File: src/rtl/core/bitmap_slot_allocator_defines.svh
// Assertion macros for the bitmap slot allocator.
`ifndef BITMAP_SLOT_ALLOCATOR_DEFINES_SVH
`define BITMAP_SLOT_ALLOCATOR_DEFINES_SVH

`ifndef NO_ASSERTIONS
`define BSA_ASSERT_NOW(label, clk, rst_n, ante, cons) \
    label: assert property (@(posedge clk) disable iff (!rst_n) (ante) |-> (cons)) \
        else $error("bitmap_slot_allocator: check failed");
`define BSA_ASSERT_NEXT(label, clk, rst_n, ante, cons) \
    label: assert property (@(posedge clk) disable iff (!rst_n) (ante) |=> (cons)) \
        else $error("bitmap_slot_allocator: check failed");
`else
`define BSA_ASSERT_NOW(label, clk, rst_n, ante, cons)
`define BSA_ASSERT_NEXT(label, clk, rst_n, ante, cons)
`endif

`endif

File: src/rtl/core/bsa_pkg.sv
// Shared constants, codes and controller/datapath interface types.
package bsa_pkg;

    localparam int unsigned NUM_SLOTS_DEF = 4096;
    localparam int unsigned WORD_BITS_DEF = 32;

    localparam int CNT_W  = 12;
    localparam int IDX_W  = 12;
    localparam int STAT_W = 2;

    localparam logic [STAT_W-1:0] ST_OK        = 2'd0;
    localparam logic [STAT_W-1:0] ST_FULL      = 2'd1;
    localparam logic [STAT_W-1:0] ST_BAD_INDEX = 2'd2;
    localparam logic [STAT_W-1:0] ST_NOT_ALLOC = 2'd3;

    localparam logic FUNC_ALLOC = 1'b0;
    localparam logic FUNC_FREE  = 1'b1;

    localparam logic [CNT_W-1:0] MAX_IN_USE_RST = 12'hFFF;

    typedef struct packed {
        logic              clear_step;
        logic              accept;
        logic              scan_next;
        logic              commit_alloc;
        logic              commit_free;
        logic              reject;
        logic [STAT_W-1:0] reject_status;
        logic              push_out;
    } t_dp_cmd;

    typedef struct packed {
        logic word_last;
        logic in_free;
        logic limit_hit;
        logic index_bad;
        logic word_has_free;
        logic bit_set;
        logic out_free;
    } t_dp_stat;

endpackage

File: src/rtl/core/bsa_ctrl.sv
// Sequencing state machine for the bitmap slot allocator.
module bsa_ctrl (
    input  logic              i_clk,
    input  logic              i_rst_n,
    input  logic              i_in_valid,
    input  bsa_pkg::t_dp_stat i_stat,
    output bsa_pkg::t_dp_cmd  o_cmd,
    output logic              o_in_stall
);
    import bsa_pkg::*;

    localparam logic [2:0] S_CLEAR    = 3'd0;
    localparam logic [2:0] S_IDLE     = 3'd1;
    localparam logic [2:0] S_SCAN     = 3'd2;
    localparam logic [2:0] S_FREE_CHK = 3'd3;
    localparam logic [2:0] S_PUSH     = 3'd4;

    logic [2:0] r_state;
    logic [2:0] n_state;
    t_dp_cmd    cmd;

    always_comb begin
        cmd     = '0;
        n_state = r_state;
        case (r_state)
            S_CLEAR: begin
                cmd.clear_step = 1'b1;
                if (i_stat.word_last) begin
                    n_state = S_IDLE;
                end
            end
            S_IDLE: begin
                if (i_in_valid) begin
                    cmd.accept = 1'b1;
                    if (i_stat.in_free) begin
                        if (i_stat.index_bad) begin
                            cmd.reject        = 1'b1;
                            cmd.reject_status = ST_BAD_INDEX;
                            n_state           = S_PUSH;
                        end else begin
                            n_state = S_FREE_CHK;
                        end
                    end else if (i_stat.limit_hit) begin
                        cmd.reject        = 1'b1;
                        cmd.reject_status = ST_FULL;
                        n_state           = S_PUSH;
                    end else begin
                        n_state = S_SCAN;
                    end
                end
            end
            S_SCAN: begin
                if (i_stat.word_has_free) begin
                    cmd.commit_alloc = 1'b1;
                    n_state          = S_PUSH;
                end else if (i_stat.word_last) begin
                    cmd.reject        = 1'b1;
                    cmd.reject_status = ST_FULL;
                    n_state           = S_PUSH;
                end else begin
                    cmd.scan_next = 1'b1;
                end
            end
            S_FREE_CHK: begin
                if (i_stat.bit_set) begin
                    cmd.commit_free = 1'b1;
                end else begin
                    cmd.reject        = 1'b1;
                    cmd.reject_status = ST_NOT_ALLOC;
                end
                n_state = S_PUSH;
            end
            S_PUSH: begin
                if (i_stat.out_free) begin
                    cmd.push_out = 1'b1;
                    n_state      = S_IDLE;
                end
            end
            default: begin
                n_state = S_IDLE;
            end
        endcase
    end

    always_ff @(posedge i_clk) begin
        if (!i_rst_n) begin
            r_state <= S_CLEAR;
        end else begin
            r_state <= n_state;
        end
    end

    assign o_cmd      = cmd;
    assign o_in_stall = (r_state != S_IDLE);

endmodule

File: config.mk
export PLATFORM = sky130hd
export DESIGN_NAME = bsa_ctrl
export DESIGN_NICKNAME = d
export VERILOG_FILES = /design/src/rtl/core/bitmap_slot_allocator_defines.svh /design/src/rtl/core/bsa_pkg.sv /design/src/rtl/core/bsa_ctrl.sv
export SDC_FILE = /design/constraint.sdc
export NUM_CORES = 1
export LEC_CHECK = 0
export BUFFER_PORTS_ARGS = -buffer_cell sky130_fd_sc_hd__buf_2
export CAP_MARGIN = 20
export CORE_AREA = 2 2 39 41
export DETAILED_ROUTE_END_ITERATION = 10
export DIE_AREA = 0 0 41 43
export GPL_ROUTABILITY_DRIVEN = 0
export PLACE_DENSITY = 0.49
export SYNTH_ARGS = -nofsm -noshare
export SYNTH_HDL_FRONTEND = slang
export SYNTH_SLANG_ARGS = --single-unit
File: constraint.sdc
create_clock -name i_clk -period 1.2 [get_ports i_clk]
set_input_delay 0.06 -clock i_clk [delete_from_list [all_inputs] [get_ports i_clk]]
set_output_delay 0.06 -clock i_clk [all_outputs]
set_load 0.05 [all_outputs]
=== Word level (Yosys, flattened, before mapping) ===
Cells that the tools add are included.

* Register bits: 3
* Word-level logic and storage cells: 40
* Output and inout bits: 10
* Input port bits: 10

* Equal/unequal tests: 9
* Muxes and demuxes: 28
* Reduce and logical (&&, ||, !) cells: 2

{| class="wikitable"
|+ Operators by type and width
! operator !! number
|-
| 3-bit two-way mux || 15
|-
| 3-bit case mux with 5 select lines || 1
|-
| 1-bit two-way mux || 10
|-
| 3-bit case mux with 3 select lines || 1
|-
| 3-bit by 2-bit == test with 1-bit output, second input constant || 2
|-
| 2-bit inequality test, second input constant || 3
|-
| 4-bit AND reduction || 1
|-
| 3-bit by 1-bit == test with 1-bit output, second input constant || 1
|-
| 3-bit == test, second input constant || 1
|-
| 3-bit zero test || 1
|-
| 3-bit by 1-bit inequality test with 1-bit output, second input constant || 1
|-
| 3-bit inequality test, second input constant || 1
|-
| 2-bit two-way mux || 1
|}

=== Longest topological paths before layout ===
* Word-level depth: 4
* Depth in mapped cells: 5
* Mapped depth without buffers: 4

=== Worst setup path before layout ===
Ideal clock, no wire load.

* Path type: flip-flop to output port
* Start: reg r_state[1]
* End: out o_cmd[2] in the netlist's numbering
* Slack: -0.781 ns
* Arrival time: 1.921 ns
* Stages on the path, launching flop included: 3
* Required time: 1.140 ns
* Path through: dfxtp_1 -> mux2_2 -> nor3b_1

{| class="wikitable"
|+ RTL lines
! element !! RTL line !! RTL
|-
| from (decl) || bsa_ctrl.sv:18 || <nowiki>logic [2:0] r_state;</nowiki>
|-
| from (signal assigned) || bsa_ctrl.sv:89 || <nowiki>r_state <= n_state;</nowiki>
|-
| to (decl) || bsa_ctrl.sv:7 || <nowiki>output bsa_pkg::t_dp_cmd o_cmd,</nowiki>
|}

==> out/qor.csv <==
metric;value;unit
seq_area_frac_synth;0.177;
pin_count;20;
syn-mean-instance-area;8.27;um^2
setup_viol;12;
die_w;41;um
gr-total-overflow;0;
rsz0062_at_grt;true;
chipHeight;43;um
synth_cell_types;24;
cts_tree;yes;
grt_usage;0.161;
syn_inst;41;
diodes;0;
grt_pass1_vias;458;
dr.pass1.iters;2;
crit_buf_inv;2;
pre_cts_ws;-0.186;ns
drc;0;
report.final.slew_viol_count;0;
wl_met2;638;um
wirelength_met1;422;um
antenna_found_initial;0;
critPathArrivalTime;1.30;ns
wire_per_inst;11.8;um
worstPathMaxFanout;5;
port_buffers;19;
yosysMostFrequentCell;o21ai_0;
worstPathCellList;buf_4 > nand2b_4 > o21bai_2 > o21ai_4 > buf_6;
seq_area;71.3;um^2
drtIter0Drc;3;
grt_max_degree;9;
async_reset_ff_frac;0;
fillers;125;
routed_wl;1.14;mm
worst_slack;-0.158;ns
clk-insertion-delay-late;0.24;ns
largestRegisters;r_state x3;
yosysTopAreaCell;dfxtp_1;
regMostFlops;r_state;
slowest_stage;dfxtp_4;
largest_reg_flops;3;
hold_ws;0.0922;ns
vias;453;
synth_fp_nets;51;
worst_setup_path_end_kind;output pin;
syn_area;339;um^2
p_per_area;1260;mW/mm^2
maxCapViolations;0;
num_rows;14;
max_slew.worst_pin.slew;0.269;ns
violations;negative setup slack;
drive_gt1_frac;0.763;
path_delay_family;flip-flops;
clock-sinks;3;
final_nets;91;
clk_pin_slew_worst_paths;0.04;ns
finalClockSkew;0.000918;ns
netlist.area_leader.share;0.177;
start_util;0.245;
p_leak;0.000346;uW
fmax;736;MHz
htreeDepth;1;
viasPerCell;4.72;
met3WireLength;39;um
grt_pass1_wl;1.88;mm
critPathLaunchType;flip-flop;
netlist_top_cells_area;dfxtp_1 18%, mux2i_1 8.9%, nor3b_1 6.6%, nor4_4 6.3%, o21ai_0 5.9%;
core_area;0.00138;mm^2
vdd_drop_max;497;uV
multi_input_area;327;um^2
syn2layout_area_growth;127;%
critPathKind;flip-flop to output pin;
cts-root-buf;clkbuf_4;
hold_class;primary input to flip-flop;
hold_violations;0;
cts_made_buffers;3;
crit_path_max_incr_delay;0.38;ns
synth-warning-count;0;
maxUsedRoutingLayer;met4;
min_period;1.36;ns
maxSlewHeadroom;0.821;
crit_required;1.14;ns
ant_nets;0;
synth_seq_cells;3;
hpwlAfterDp;764;um
synth_edf_count;0;
status;finished with violations;
clk_path_buf_depth;2;
fp.dieArea;0.00176;mm^2
fin_crit_sh;1.13;
ys.flop_type;dfxtp_1;
power by group:
part	switching, uW	internal, uW
registers	39.9	121
clock network	58.5	125
logic	314	316
total	412	562
per-layer routing:
layer,vias up,track usage
met1,212,0.166
met5,-,0
met4,0,0.120
met3,4,0.0157
met2,12,0.275
li1,225,-
final timing paths:
check | endpoint | cells past startpoint | startpoint | slack (ns)
worst max-delay path | o_cmd[3] | 5 | r_state[1] | -0.16
worst min-delay path | r_state[1] | 2 | i_rst_n | 0.09
worst max register to register | r_state[2] | 4 | r_state[0] | -0.06
worst min register to register | r_state[2] | 3 | r_state[2] | 0.63
area by class of cell:
class	instances	area share
clock buffer	4	0.0341
inverter	3	0.0146
multi-input combinational	33	0.424
sequential	3	0.0925
tap	16	0.0260
timing repair buffer	37	0.409
kinds of logic (layout without fill, tap and decap cells):
logic type             count (synthesis)  after routing  synth area share
buffers and inverters                  5             44             0.107
multiplexers                           4              4             0.122
flip-flops                             3              3             0.177
AND/OR/NAND/NOR                       20             20             0.435
AO/OA/AOI/OAI                          9              9             0.159
cell usage in the layout, fill, tap and decap left out, drive strengths merged:
cell and count:
nor4 1, nand2 2, dfxtp 3, mux2 1, and3 1, nor2b 3, a221o 1, a31oi 1
mux2i 3, nand2b 3, clkbuf 4, and2b 1, nand3 2, nor2 1, a21oi 1, o21bai 1
nor3b 4, nor3 1, and4b 1, o21ai 5, buf 37, inv 3
timing repair:
action	in CTS	in global routing
endpoints found under the setup margin	13	13
resized for setup	40	3
pin swaps	6	4
hold endpoints to repair	0	0
setup buffers	5	1
hold buffers	0	0
metrics by stage:
stage | setup TNS, ns | utilization | area, um^2 | std cells | power (uW)
detailed placement | -1.36 | 0.406 | 562 | 86 | 608
CTS | -1.10 | 0.541 | 748 | 95 | 951
global route | -1.60 | 0.557 | 771 | 96 | 1030
global placement | -1.38 | 0.406 | 562 | 86 | 610
finish | -1.04 | 0.557 | 771 | 96 | 974
floorplan | -1.95 | - | 382 | 41 | 461
Power figures use the tool's default switching activity.
